`config.mk`:
```
export PLATFORM = sky130hd
export DESIGN_NAME = constant_multiply_recoder_flat
export DESIGN_NICKNAME = d
export VERILOG_FILES = /design/src/rtl/cmr_pkg.sv /design/src/rtl/cmr_operand_if.sv /design/src/rtl/cmr_term_if.sv /design/src/rtl/constant_multiply_recoder.sv /design/src/flat_wrapper.sv
export SDC_FILE = /design/constraint.sdc
export NUM_CORES = 1
export LEC_CHECK = 0
export ABC_AREA = 0
export BUFFER_PORTS_ARGS = -buffer_cell sky130_fd_sc_hd__buf_4
export CAP_MARGIN = 0
export CORE_MARGIN = 5
export CORE_UTILIZATION = 50
export DETAILED_ROUTE_END_ITERATION = 8
export HOLD_SLACK_MARGIN = 0.15
export PLACE_DENSITY_LB_ADDON = 0.1
export SYNTH_ARGS = -nofsm -noshare
export SYNTH_HDL_FRONTEND = slang
export SYNTH_SLANG_ARGS = --single-unit
```
`constraint.sdc`:
```
create_clock -name clk -period 6.1 [get_ports clk]
set_input_delay 0.61 -clock clk [delete_from_list [all_inputs] [get_ports clk]]
set_output_delay 0.61 -clock clk [all_outputs]
set_load 0.02 [all_outputs]
```
`src/rtl/cmr_pkg.sv`:
```
`timescale 1ns / 1ps

package cmr_pkg;

    localparam int WORD_BITS = 32;
    localparam int POS_W     = 5;
    localparam int NUM_POS   = WORD_BITS - 1;

    localparam logic [WORD_BITS-1:0] MAG_LIMIT = {2'b01, {(WORD_BITS-2){1'b0}}};

    localparam int PC_W   = 3;
    localparam int OP_W   = 3;
    localparam int COND_W = 3;

    localparam logic [OP_W-1:0] OP_ACCEPT = 3'd0;
    localparam logic [OP_W-1:0] OP_CHECK  = 3'd1;
    localparam logic [OP_W-1:0] OP_FIND   = 3'd2;
    localparam logic [OP_W-1:0] OP_DECIDE = 3'd3;
    localparam logic [OP_W-1:0] OP_EMIT   = 3'd4;
    localparam logic [OP_W-1:0] OP_ERROR  = 3'd5;
    localparam logic [OP_W-1:0] OP_NOP    = 3'd6;

    localparam logic [COND_W-1:0] C_NEVER  = 3'd0;
    localparam logic [COND_W-1:0] C_ALWAYS = 3'd1;
    localparam logic [COND_W-1:0] C_BAD    = 3'd2;
    localparam logic [COND_W-1:0] C_MORE   = 3'd3;
    localparam logic [COND_W-1:0] C_TERMS  = 3'd4;

    localparam logic [PC_W-1:0] PC_ACCEPT = 3'd0;
    localparam logic [PC_W-1:0] PC_CHECK  = 3'd1;
    localparam logic [PC_W-1:0] PC_FIND   = 3'd2;
    localparam logic [PC_W-1:0] PC_DECIDE = 3'd3;
    localparam logic [PC_W-1:0] PC_EMIT   = 3'd4;
    localparam logic [PC_W-1:0] PC_WRAP   = 3'd5;
    localparam logic [PC_W-1:0] PC_ERROR  = 3'd6;

    typedef struct packed {
        logic [OP_W-1:0]   op;
        logic [COND_W-1:0] cond;
        logic [PC_W-1:0]   target;
    } ucode_t;

    function automatic ucode_t ucode_rom(input logic [PC_W-1:0] pc);
        ucode_t w;
        unique case (pc)
            PC_ACCEPT: w = '{op: OP_ACCEPT, cond: C_NEVER,  target: PC_ACCEPT};
            PC_CHECK:  w = '{op: OP_CHECK,  cond: C_BAD,    target: PC_ERROR};
            PC_FIND:   w = '{op: OP_FIND,   cond: C_NEVER,  target: PC_ACCEPT};
            PC_DECIDE: w = '{op: OP_DECIDE, cond: C_MORE,   target: PC_FIND};
            PC_EMIT:   w = '{op: OP_EMIT,   cond: C_TERMS,  target: PC_EMIT};
            PC_WRAP:   w = '{op: OP_NOP,    cond: C_ALWAYS, target: PC_ACCEPT};
            PC_ERROR:  w = '{op: OP_ERROR,  cond: C_ALWAYS, target: PC_ACCEPT};
            default:   w = '{op: OP_NOP,    cond: C_ALWAYS, target: PC_ACCEPT};
        endcase
        return w;
    endfunction

endpackage

```
`src/rtl/cmr_operand_if.sv`:
```
`timescale 1ns / 1ps

interface cmr_operand_if;
    import cmr_pkg::*;

    logic                        valid;
    logic                        ready;
    logic signed [WORD_BITS-1:0] multiplier;

    modport source (output valid, output multiplier, input ready);
    modport sink   (input valid, input multiplier, output ready);
endinterface

```
`src/rtl/cmr_term_if.sv`:
```
`timescale 1ns / 1ps

interface cmr_term_if;
    import cmr_pkg::*;

    logic             valid;
    logic             ready;
    logic [POS_W-1:0] position;
    logic [POS_W-1:0] shift_step;
    logic             negate;
    logic             first_term;
    logic             last_term;
    logic             bad_constant;

    modport source (output valid, output position, output shift_step, output negate,
                    output first_term, output last_term, output bad_constant,
                    input ready);
    modport sink   (input valid, input position, input shift_step, input negate,
                    input first_term, input last_term, input bad_constant,
                    output ready);
endinterface

```
`src/rtl/constant_multiply_recoder.sv`:
```
`timescale 1ns / 1ps

// Recodes a signed multiplier constant into signed power-of-two terms.
// operand: one beat carries the 32-bit signed constant; ready is high only while
//   the sequencer sits on its accept step.
// term: one beat per nonzero digit, lowest position first, with the shift from
//   the previous term, a negate bit and first/last marks. A zero constant or a
//   magnitude above 2^30 gives one beat with bad_constant, first and last set.
// Sequencing: a small microcode table steps a plain datapath; each recoding pass
//   takes two steps (bound search, then nearest-power choice), each term one.
//   All passes finish before the first term is emitted; a bad constant goes from
//   the range check straight to the error step.
// A finished term waits in the output register; the next constant can be taken
//   while the last term of the previous one still waits there.
// When the receiver stalls, the sequencer holds on its emit or error step and
//   nothing is lost. Reset returns the sequencer to its accept step and empties
//   the output register.
module constant_multiply_recoder (
    input  logic         clk,
    input  logic         rst_n,
    cmr_operand_if.sink  operand,
    cmr_term_if.source   term
);
    import cmr_pkg::*;

    logic [PC_W-1:0]      pc_reg;
    logic [PC_W-1:0]      pc_next;
    ucode_t               uw;

    logic [WORD_BITS-1:0] mag_reg;
    logic [WORD_BITS-1:0] mag_next;
    logic                 neg_reg;
    logic                 neg_next;
    logic [POS_W-1:0]     k_reg;
    logic [POS_W-1:0]     k_next;
    logic [NUM_POS-1:0]   used_reg;
    logic [NUM_POS-1:0]   used_next;
    logic [NUM_POS-1:0]   dneg_reg;
    logic [NUM_POS-1:0]   dneg_next;
    logic                 first_reg;
    logic                 first_next;
    logic [POS_W-1:0]     prev_reg;
    logic [POS_W-1:0]     prev_next;

    logic                 out_valid_reg;
    logic                 out_valid_next;
    logic [POS_W-1:0]     position_reg;
    logic [POS_W-1:0]     position_next;
    logic [POS_W-1:0]     shift_step_reg;
    logic [POS_W-1:0]     shift_step_next;
    logic                 negate_reg;
    logic                 negate_next;
    logic                 first_term_reg;
    logic                 first_term_next;
    logic                 last_term_reg;
    logic                 last_term_next;
    logic                 bad_constant_reg;
    logic                 bad_constant_next;

    logic [WORD_BITS-1:0] abs_val;
    logic                 bad;
    logic [WORD_BITS-1:0] mag_m1;
    logic [POS_W-1:0]     k_find;
    logic [WORD_BITS-1:0] hi;
    logic [WORD_BITS-1:0] lo;
    logic [WORD_BITS-1:0] d1;
    logic [WORD_BITS-1:0] d2;
    logic                 take_hi;
    logic [POS_W-1:0]     pick;
    logic [WORD_BITS-1:0] mag_dec;
    logic                 more;
    logic [POS_W-1:0]     low_pos;
    logic [NUM_POS-1:0]   rest;
    logic                 last;
    logic                 slot_free;
    logic                 stall;
    logic                 cond_true;

    assign uw = ucode_rom(pc_reg);

    assign abs_val = operand.multiplier[WORD_BITS-1]
                   ? (~operand.multiplier + 1'b1) : operand.multiplier;
    assign bad     = (mag_reg == '0) || (mag_reg > MAG_LIMIT);

    assign mag_m1 = mag_reg - 1'b1;
    always_comb
    begin
        k_find = POS_W'(1);
        for (int i = 0; i < WORD_BITS; i++)
        begin
            if (mag_m1[i])
            begin
                k_find = POS_W'(i + 1);
            end
        end
    end

    assign hi      = {{(WORD_BITS-1){1'b0}}, 1'b1} << k_reg;
    assign lo      = hi >> 1;
    assign d1      = mag_reg - lo;
    assign d2      = hi - mag_reg;
    assign take_hi = d2 < d1;
    assign pick    = take_hi ? k_reg : (k_reg - 1'b1);
    assign mag_dec = take_hi ? d2 : d1;
    assign more    = mag_dec != '0;

    always_comb
    begin
        low_pos = '0;
        for (int i = NUM_POS - 1; i >= 0; i--)
        begin
            if (used_reg[i])
            begin
                low_pos = POS_W'(i);
            end
        end
    end

    assign rest = used_reg & ~({{(NUM_POS-1){1'b0}}, 1'b1} << low_pos);
    assign last = rest == '0;

    assign slot_free = !out_valid_reg || term.ready;
    assign stall     = ((uw.op == OP_ACCEPT) && !operand.valid)
                    || (((uw.op == OP_EMIT) || (uw.op == OP_ERROR)) && !slot_free);

    always_comb
    begin
        unique case (uw.cond)
            C_NEVER:  cond_true = 1'b0;
            C_ALWAYS: cond_true = 1'b1;
            C_BAD:    cond_true = bad;
            C_MORE:   cond_true = more;
            C_TERMS:  cond_true = !last;
            default:  cond_true = 1'b0;
        endcase
    end

    always_comb
    begin
        priority if (stall)
        begin
            pc_next = pc_reg;
        end
        else if (cond_true)
        begin
            pc_next = uw.target;
        end
        else
        begin
            pc_next = pc_reg + 1'b1;
        end
    end

    always_comb
    begin
        mag_next          = mag_reg;
        neg_next          = neg_reg;
        k_next            = k_reg;
        used_next         = used_reg;
        dneg_next         = dneg_reg;
        first_next        = first_reg;
        prev_next         = prev_reg;
        out_valid_next    = out_valid_reg && !term.ready;
        position_next     = position_reg;
        shift_step_next   = shift_step_reg;
        negate_next       = negate_reg;
        first_term_next   = first_term_reg;
        last_term_next    = last_term_reg;
        bad_constant_next = bad_constant_reg;

        if (!stall)
        begin
            unique case (uw.op)
                OP_ACCEPT:
                begin
                    mag_next   = abs_val;
                    neg_next   = operand.multiplier[WORD_BITS-1];
                    used_next  = '0;
                    dneg_next  = '0;
                    first_next = 1'b1;
                    prev_next  = '0;
                end
                OP_FIND:
                begin
                    k_next = k_find;
                end
                OP_DECIDE:
                begin
                    used_next[pick] = 1'b1;
                    dneg_next[pick] = neg_reg;
                    mag_next        = mag_dec;
                    if (take_hi)
                    begin
                        neg_next = !neg_reg;
                    end
                end
                OP_EMIT:
                begin
                    out_valid_next    = 1'b1;
                    position_next     = low_pos;
                    shift_step_next   = first_reg ? low_pos : (low_pos - prev_reg);
                    negate_next       = dneg_reg[low_pos];
                    first_term_next   = first_reg;
                    last_term_next    = last;
                    bad_constant_next = 1'b0;
                    used_next         = rest;
                    prev_next         = low_pos;
                    first_next        = 1'b0;
                end
                OP_ERROR:
                begin
                    out_valid_next    = 1'b1;
                    position_next     = '0;
                    shift_step_next   = '0;
                    negate_next       = 1'b0;
                    first_term_next   = 1'b1;
                    last_term_next    = 1'b1;
                    bad_constant_next = 1'b1;
                end
                default:
                begin
                end
            endcase
        end
    end

    always_ff @(posedge clk or negedge rst_n)
    begin
        if (!rst_n)
        begin
            pc_reg        <= PC_ACCEPT;
            out_valid_reg <= 1'b0;
        end
        else
        begin
            pc_reg        <= pc_next;
            out_valid_reg <= out_valid_next;
        end
    end

    always_ff @(posedge clk)
    begin
        mag_reg          <= mag_next;
        neg_reg          <= neg_next;
        k_reg            <= k_next;
        used_reg         <= used_next;
        dneg_reg         <= dneg_next;
        first_reg        <= first_next;
        prev_reg         <= prev_next;
        position_reg     <= position_next;
        shift_step_reg   <= shift_step_next;
        negate_reg       <= negate_next;
        first_term_reg   <= first_term_next;
        last_term_reg    <= last_term_next;
        bad_constant_reg <= bad_constant_next;
    end

    assign operand.ready     = uw.op == OP_ACCEPT;
    assign term.valid        = out_valid_reg;
    assign term.position     = position_reg;
    assign term.shift_step   = shift_step_reg;
    assign term.negate       = negate_reg;
    assign term.first_term   = first_term_reg;
    assign term.last_term    = last_term_reg;
    assign term.bad_constant = bad_constant_reg;

    a_accept_to_check: assert property (@(posedge clk) disable iff (!rst_n)
        operand.valid && operand.ready |=> pc_reg == PC_CHECK)
        else $error("accepted beat did not advance to the range check");

    a_find_in_range: assert property (@(posedge clk) disable iff (!rst_n)
        uw.op == OP_FIND |-> (mag_reg != '0) && (mag_reg <= MAG_LIMIT))
        else $error("remainder out of range during recoding");

    a_digit_once: assert property (@(posedge clk) disable iff (!rst_n)
        uw.op == OP_DECIDE |-> !used_reg[pick])
        else $error("digit position chosen twice");

    a_error_single: assert property (@(posedge clk) disable iff (!rst_n)
        term.valid && term.bad_constant |-> term.first_term && term.last_term)
        else $error("error beat not marked first and last");

endmodule
```
`src/flat_wrapper.sv`:
```
// flat-port wrapper written by rule: the top's interface ports become plain ports
module constant_multiply_recoder_flat import cmr_pkg::*;
  (clk, rst_n, operand_valid, operand_multiplier, operand_ready, term_valid, term_position, term_shift_step, term_negate, term_first_term, term_last_term, term_bad_constant, term_ready);
  cmr_operand_if operand_i ();
  cmr_term_if term_i ();
  input  logic clk;
  input  logic rst_n;
  input wire logic [$bits(operand_i.valid)-1:0] operand_valid;
  input wire logic [$bits(operand_i.multiplier)-1:0] operand_multiplier;
  output wire logic [$bits(operand_i.ready)-1:0] operand_ready;
  output wire logic [$bits(term_i.valid)-1:0] term_valid;
  output wire logic [$bits(term_i.position)-1:0] term_position;
  output wire logic [$bits(term_i.shift_step)-1:0] term_shift_step;
  output wire logic [$bits(term_i.negate)-1:0] term_negate;
  output wire logic [$bits(term_i.first_term)-1:0] term_first_term;
  output wire logic [$bits(term_i.last_term)-1:0] term_last_term;
  output wire logic [$bits(term_i.bad_constant)-1:0] term_bad_constant;
  input wire logic [$bits(term_i.ready)-1:0] term_ready;
  assign operand_i.valid = operand_valid;
  assign operand_i.multiplier = operand_multiplier;
  assign operand_ready = operand_i.ready;
  assign term_valid = term_i.valid;
  assign term_position = term_i.position;
  assign term_shift_step = term_i.shift_step;
  assign term_negate = term_i.negate;
  assign term_first_term = term_i.first_term;
  assign term_last_term = term_i.last_term;
  assign term_bad_constant = term_i.bad_constant;
  assign term_i.ready = term_ready;
  constant_multiply_recoder u_core (.clk(clk), .rst_n(rst_n), .operand(operand_i), .term(term_i));
endmodule
```
After elaboration in Yosys (flattened, before gate mapping)
Index checks and enable logic that the tools add are counted.
{ "totals": {"n_memories": 0, "output_inout_bits": 16, "ram_bits": 0, "wordCells": 166, "register_bits": 124, "rom_bits": 0, "latchBits": 0, "inputBits": 36} }
{ "op_classes": {"n_lt_le_gt_ge": 5, "mux": 88, "reduce_logical": 30, "bitwise_logic": 5, "addsub": 7, "mul": 0, "shift": 2, "div": 0, "eq_ne": 14} }
{ "ops": {"columns": ["operator", "n"], "rows": [
  ["2-to-1 mux 5 bit", 49],
  ["one-hot mux 31 bit (3 select lines)", 1],
  ["2-to-1 mux 32 bit", 2],
  ["one-hot mux 32 bit (2 select lines)", 1],
  ["one-hot mux 31 bit (2 select lines)", 1],
  ["one-hot mux 9 bit (6 select lines)", 1],
  ["adder 32 x 1 -> 32 bit, second input constant", 1],
  ["greater-than comparator 32 x 31 -> 1 bit, second input constant", 1],
  ["zero test 32 bit", 1],
  ["less-than comparator 32 bit", 1],
  ["2-to-1 mux 4 bit", 8],
  ["NOT 32 bit", 1],
  ["nonzero test 32 bit", 1],
  ["<< shifter 1 x 5 -> 32 bit, first input constant", 1],
  ["subtractor 32 x 1 -> 32 bit, second input constant", 1],
  ["subtractor 32 x 31 -> 32 bit", 1],
  ["subtractor 32 bit", 1],
  ["AND 31 bit", 1],
  ["bitwise mux 31 bit", 1],
  ["zero test 31 bit", 1],
  ["NOT 31 bit", 1],
  ["OR 31 bit", 1],
  ["<< shifter 1 x 5 -> 31 bit, first input constant", 1],
  ["one-hot mux 5 bit (2 select lines)", 3],
  ["other kinds (26)", 69]
]} }

Logic depth before layout (Yosys ltp)
Gate-level depths: netlist of run 1.
{ "logic_depth": {"ltp_word": 38, "depth_mapped": 31, "ltp_nobuf": 29} }

Worst setup path before layout of run 1
OpenSTA, ideal clock, no wires.
{ "synth_path": {"path_type": "reg-to-reg", "start": "register u_core.pc_reg[1]", "end": "register u_core.neg_reg (enable)", "n_path_buf": 0, "path_stages_with_launch": 11, "arrival_time_ns": 6.338, "setup_ns": 0.314, "path_slack_ns": -0.551, "t_required_ns": 5.786, "period_less_slack_ns": 6.651, "path_cell_list": "dfrtp_1 > inv_1 > ha_1 > nor2_1 > o21ai_0 > or3_1 > o22ai_1 > a2111oi_0 > or2_2 > nor2b_1 > a21boi_0"} }
{ "synth_between": {"elab_chain_cells": 8, "elab_cells_between_ends": 19, "classes_between": "eq/ne (9); mux (1); bitwise (1); reduce/logical (8)"} }
{ "synth_rtl": {"columns": ["element", "line_no", "rtl"], "rows": [
  ["start: declaration", "constant_multiply_recoder.sv:26", "logic [PC_W-1:0] pc_reg;"],
  ["start signal: assignment", "constant_multiply_recoder.sv:236", "pc_reg <= pc_next;"],
  ["== test 3 bit, or another cell as far along", "cmr_pkg.sv:45", "unique case (pc)"],
  ["one-hot mux 9 bit (6 select lines) (*)", "cmr_pkg.sv:45", null],
  ["== test 3 bit", "constant_multiply_recoder.sv:124", "|| (((uw.op == OP_EMIT) || (uw.op == OP_ERROR)) && !slot_free);"],
  ["logical OR 1 bit", "constant_multiply_recoder.sv:124", null],
  ["logical AND 1 bit", "constant_multiply_recoder.sv:124", null],
  ["logical OR 1 bit", "constant_multiply_recoder.sv:124", null],
  ["NOT 1 bit (no line)", null, null],
  ["AND reduction 3 bit (no line) (*)", null, null],
  ["end signal: assignment", "constant_multiply_recoder.sv:244", "neg_reg <= neg_next;"],
  ["end: declaration", "constant_multiply_recoder.sv:32", "logic neg_reg;"]
]} }
Mark *: on every way between the ends. The rest lies on a longest branch, timed or not.
A chain may end at the register's enable or synchronous reset.

Final worst setup path of run 1
{ "layout_path": {"start": "register u_core.k_reg[0]", "end": "register u_core.pc_reg[1]"} }
{ "layout_between": {"elab_chain_cells": 7, "elab_cells_between_ends": 8, "classes_between": "add/sub (2); order compare (1); shift (1); mux (3); reduce/logical (1)"} }
{ "layout_rtl": {"columns": ["element", "line_no", "rtl"], "rows": [
  ["start: declaration", "constant_multiply_recoder.sv:34", "logic [POS_W-1:0] k_reg;"],
  ["start signal: assignment", "constant_multiply_recoder.sv:245", "k_reg <= k_next;"],
  ["<< shifter 1 x 5 -> 32 bit (*)", "constant_multiply_recoder.sv:98", "assign hi = {{(WORD_BITS-1){1'b0}}, 1'b1} << k_reg;"],
  ["subtractor 32 bit / subtractor 32 x 31 -> 32 bit (equally long branches)", "constant_multiply_recoder.sv:101, constant_multiply_recoder.sv:100", null],
  ["less-than comparator 32 bit", "constant_multiply_recoder.sv:102", "assign take_hi = d2 < d1;"],
  ["2-to-1 mux 32 bit (*)", "constant_multiply_recoder.sv:104", "assign mag_dec = take_hi ? d2 : d1;"],
  ["nonzero test 32 bit (*)", "constant_multiply_recoder.sv:105", "assign more = mag_dec != '0;"],
  ["one-hot mux 1 bit (4 select lines) (*)", "constant_multiply_recoder.sv:128", "unique case (uw.cond)"],
  ["2-to-1 mux 3 bit (*)", "constant_multiply_recoder.sv:144", "else if (cond_true)"]
]} }
Marks and branches as above.

==> metrics, run 1 <==
status complete, no violations; Final Hold Fails 0; Yosys top cell by area edfxtp_1; max FFs per register 32; area occupied by multi-input gates 9980 sq um; RSZ-0062 raised after global routing true; Filler cells 2447; Avg Inst Size Synth 7.86 sq um; Worst Path Required 6400 ps; post-route minimum period 5920 ps; Clock Latency Late Sink 420 ps; post-DP HPWL 38000 um; crit path from u_core.k_reg[0]; worst hold path class input port to flop; Routed Antenna Nets 0; Post-Route WL 48800 um; Register Area 3700 sq um; ranking of synthesized cells by area edfxtp_1 26%, ha_1 9.7%, a21oi_1 7.0%; crit end category flop; setup TNS 0 ps; Worst R2R Start u_core.k_reg[0]; count of state elements after synthesis 124; number of synthesized flops with an enable pin 120; 1st-iter DRT viols 1545; met2 wire length 22900 um; Rel. slew slack 0.273; Worst path max stage delay 420 ps; GPL Wtd Cong 0.989; dpl cells 2280; Net Count, Synth 1901; vias in the first global route 13.9k; Worst Max-Slew Pin Slew 1090 ps; root buf cell clkbuf_16; Top FF cell, synth edfxtp_1; total CTS buffers 17; cell repeated most along the worst path buf_4; CTS tree built; DRT met1 WL 20600 um; DP Area 15900 sq um; final setup fails 0; final instance area 17200 sq um; Initial DRT Pass Iterations 6; largest net degree at the start of global routing 97; Post-Place Worst Slack -136 ps; DIE AREA 31000 sq um; WL/cell 21.0 um; WL met3 3390 um; fmax 0.169 GHz; first-pass GRT wire length 74700 um; Yosys top cell area share 0.261; antenna cell count 0; site row count 60; final setup margin 178 ps; clk sinks 124; slowest cell on the critical path edfxtp_1; startpoint of the worst hold path operand_valid; height of the die 176 um; Worst EP arrival 6220 ps; Period Utilization, post-route 0.971; CTS Buffer Depth 2; register clock-pin slew on the reported worst setup and hold paths 60 ps; Synth Cell Area 13800 sq um; skew final 10.8 ps; Final Max Tran Viols 0; DR top layer met4; initial antenna violation count 0; critical path startpoint category flop; MaxCap Viol Count 0; Mapped Cells 1755; GRT overflow 0; width of the die 176 um; Final nets 2117; drt drc 0; CP max FO 5; Seq/Total Area, Yosys 0.269; core box area 27000 sq um; Starting Density 0.510; Port Buffers 51; H-tree levels 4; vias 14.8k; yosys warns 0; I/O pins 52; layout cells sized above 1 0.219; crit path kind flop to flop; ys async rst share 0.0323; count of unique library cells instantiated by Yosys 88; area delta synth->final 24.4%; vias per cell 6.36; final cell count without fillers 2325; All-Layer GR Usage 0.303
timing repair:
item / 4_1_cts / 5_1_grt
setup buffers: 2 / 11
gates cloned: 0 / 0
endpoints found under the setup margin: 43 / 73
resized for setup: 14 / 102
hold buffers: 1 / 0
endpoints found under the hold margin: 4 / 0
pin swaps: 6 / 45
metal layers:
layer,up-vias,track usage
met2,701,0.507
met4,0,0.109
met1,6973,0.405
met5,-,0
li1,7006,-
met3,115,0.0353
final timing paths:
check                               endpoint  slack (ps)  cells after the start
max reg2reg                 u_core.pc_reg[1]         180                     28
min                         u_core.pc_reg[0]         480                      3
min reg2reg                u_core.term.valid         580                      2
max in group asynchronous   u_core.pc_reg[2]        5440                      2
min in group asynchronous  u_core.term.valid         560                      2
max                         u_core.pc_reg[1]         180                     28
final cells by class:
type	count	area share
multi-input cells	1442	0.582
flip-flops and latches	124	0.216
repair buffers	272	0.121
inverters	114	0.0249
well taps	341	0.0249
clock buffers	17	0.0248
clock inverters	15	0.00678
cells by family after synthesis:
group,after synthesis,synth area share
adder cells (fa/ha/maj),110,0.101
AO/OA/AOI/OAI,598,0.279
multiplexers,20,0.0155
buffers and inverters,189,0.0516
XOR/XNOR,112,0.0717
AND/OR/NAND/NOR,602,0.212
flip-flops,124,0.269
cells in the mapped netlist (53+ instances only):
cell	number
xor2_1	53
nand2_1	148
xnor2_1	58
edfxtp_1	120
nor2_1	170
nand3_1	85
o21ai_0	126
a21oi_1	193
ha_1	107
clkbuf_1	69
inv_1	110
layout by cell type, fill, tap and decap left out, types with 17 or more instances in the layout:
cell type,n
a21o_1,26
nand2b_1,17
nor3_1,28
edfxtp_1,120
a211oi_1,29
or4_1,18
a21oi_1,184
ha_1,89
mux2i_1,18
nor2_1,167
a31oi_1,27
o21ai_0,118
nand2_1,143
inv_1,108
nand3_1,81
clkbuf_16,17
xor2_1,49
nand4_1,30
o21bai_1,17
buf_4,265
xnor2_1,51
or3_1,17
o31ai_1,24
stage by stage:
step                 util  hold slack [ps]
detailed placement  0.590              410
finish              0.635              479
global placement    0.590              409
floorplan               -              314
CTS                 0.613              461
global route        0.635              474
worst max-delay path: cells and delay by family, from the launching register on:
family / cells / cell delay (ps)
AOI/OAI and AO/OA: 10 / 2080
and+or+nand+nor: 8 / 1540
adders and majority gates: 3 / 800
buffers and inverters: 6 / 700
DFF: 1 / 420
muxes: 1 / 240
Power of run 1 is left out: the tool's default activity adds up to more than one toggle a clock period on the data nets, which glitch-free logic cannot reach.
==> run 2: changes to the inputs <==
Settings changed: BUFFER_PORTS_ARGS -buffer_cell sky130_fd_sc_hd__buf_4 to default, DONT_BUFFER_PORTS from default to 1.
==> run 2 against run 1 <==
Sequential share of layout area is 0.40 points lower. Die area stayed put. Global-route usage is 0.51 points higher. Non-clock buffer count is 6 lower. Register-to-register slack worse by 40 ps. Critical endpoint is now u_core.used_reg[7]. Via count is 1.4% higher.
==> metrics, run 2 (synthesis gave the netlist of run 1 again) <==
cell repeated most along the worst path buf_4; drt drc 0 (unchanged); All-Layer GR Usage 0.308 (+0.00506); layout cells sized above 1 0.233 (+0.0138); highest-count cells in the layout ignoring fill and taps 250 x buf_4, 179 x a21oi_1, 165 x nor2_1; Worst EP arrival 6110 ps (-110 ps); crit end category flop; GRT overflow 0 (unchanged); register clock-pin slew on the reported worst setup and hold paths 60 ps (about the same); vias 15.0k (+1.4%); DRT met1 WL 21000 um (+2.0%); I/O pins 52 (unchanged); skew final 19.6 ps (+8.82 ps); total CTS buffers 17 (unchanged); worst hold path class input port to flop; Routed Antenna Nets 0 (unchanged); 1st-iter DRT viols 1883 (+22%); Clock Latency Late Sink 430 ps (about the same); Worst Max-Slew Pin Slew 1170 ps (+80.8 ps); Final nets 2111 (-0.28%); height of the die 176 um (unchanged); antenna cell count 0 (unchanged); site row count 60 (unchanged); largest net degree at the start of global routing 71 (-27%); Worst path max stage delay 510 ps (+90 ps); H-tree levels 4 (unchanged); R2R Setup Slk 130 ps (-40 ps); Period Utilization, post-route 0.978 (+0.00717); post-route minimum period 5970 ps (+43.7 ps); Post-Place Worst Slack -169 ps (-32.5 ps); initial antenna violation count 0 (unchanged); final cell count without fillers 2319 (-0.26%); WL met3 3620 um (+6.8%); max FFs per register 32 (unchanged); area delta synth->final 26.8%; commonest non-fill, non-tap cell in the layout buf_4; DR top layer met4; Port Buffers 0 (-100%); vias in the first global route 13.8k (-0.54%); dpl cells 2260 (-0.88%); clk sinks 124 (unchanged); MaxCap Viol Count 0 (unchanged); CTS tree built; core box area 27000 sq um (unchanged); Post-Route WL 49800 um (+2.0%); Worst Path Required 6240 ps (-160 ps); post-DP HPWL 38500 um (+1.3%); width of the die 176 um (unchanged); vias per cell 6.47 (+1.6%); CTS Buffer Depth 2 (unchanged); final setup fails 0 (unchanged); crit path kind flop to flop; Initial DRT Pass Iterations 6 (unchanged); final setup margin 134 ps (-43.7 ps); Final Hold Fails 0 (unchanged); RSZ-0062 raised after global routing true; slowest cell on the critical path or4_1; met2 wire length 23400 um (+2.1%); critical path startpoint category flop; Final Max Tran Viols 0 (unchanged); first-pass GRT wire length 76100 um (+1.8%); GPL Wtd Cong 1.01 (+2.2%); Rel. slew slack 0.220 (-0.0539); fmax 0.168 GHz (-0.73%); CP max FO 6 (+1); root buf cell clkbuf_16; status complete, no violations; Starting Density 0.510 (unchanged); WL/cell 21.5 um (+2.3%); DIE AREA 31000 sq um (unchanged)
[run 2: cell count changes in the layout (fill, tap and decap cells not counted), moves of 6 or more]
cell,change
buf_4,-15
nand2_1,-7
nand2_2,+7
buf_6,+6
ha_4,+6
[run 2: worst paths after layout]
check / start / endpoint / cells after the start
min in group asynchronous: rst_n / u_core.pc_reg[0] / 1
min reg2reg: u_core.pc_reg[0] / u_core.pc_reg[0] / 1
max: u_core.k_reg[0] / u_core.used_reg[7] / 29
min: operand_valid / u_core.pc_reg[0] / 2
max reg2reg: u_core.k_reg[0] / u_core.used_reg[7] / 29
max in group asynchronous: rst_n / u_core.pc_reg[1] / 1
[run 2: stage by stage]
step	TNS, ps	hold slack, ps	utilization	area (sq um)
floorplan	-4.81	314	-	13800
global placement	-686	315	0.585	15800
detailed placement	-3210	315	0.585	15800
CTS	0	363	0.616	16600
global route	-1710	392	0.647	17500
finish	0	376	0.647	17500
[run 2: per-layer routing]
| metal | vias to the layer above | track usage |
|---|---|---|
| met5 | - | 0 |
| met4 | 0 | 0.116 |
| met3 | 105 | 0.0323 |
| met2 | 702 | 0.503 |
| met1 | 7188 | 0.422 |
| li1 | 7001 | - |
[run 2: cell type report]
cell class	count	area, sq um
fill	2346	9540
sequential	124	3700
multi-input combinational	1442	10200
inverter	114	428
timing repair buffer	266	2090
tap	341	427
clock inverter	15	199
clock buffer	17	425
[run 2: what timing repair did]
action / in CTS / in global routing
hold buffers: 1 / 0
resized for setup: 33 / 135
setup buffers: 6 / 21
pin swaps: 6 / 48
endpoints found under the setup margin: 57 / 75
endpoints found under the hold margin: 4 / 0
[run 2: critical path: cells and delay by family (launching register included)]
kind            cells  cell delay, ps
compound gates     10            1560
simple gates        7            1540
buf+inv             7            1120
fa+ha+maj           3             690
flops               1             470
xor+xnor            2             260
Power of run 2 is left out for the same reason.
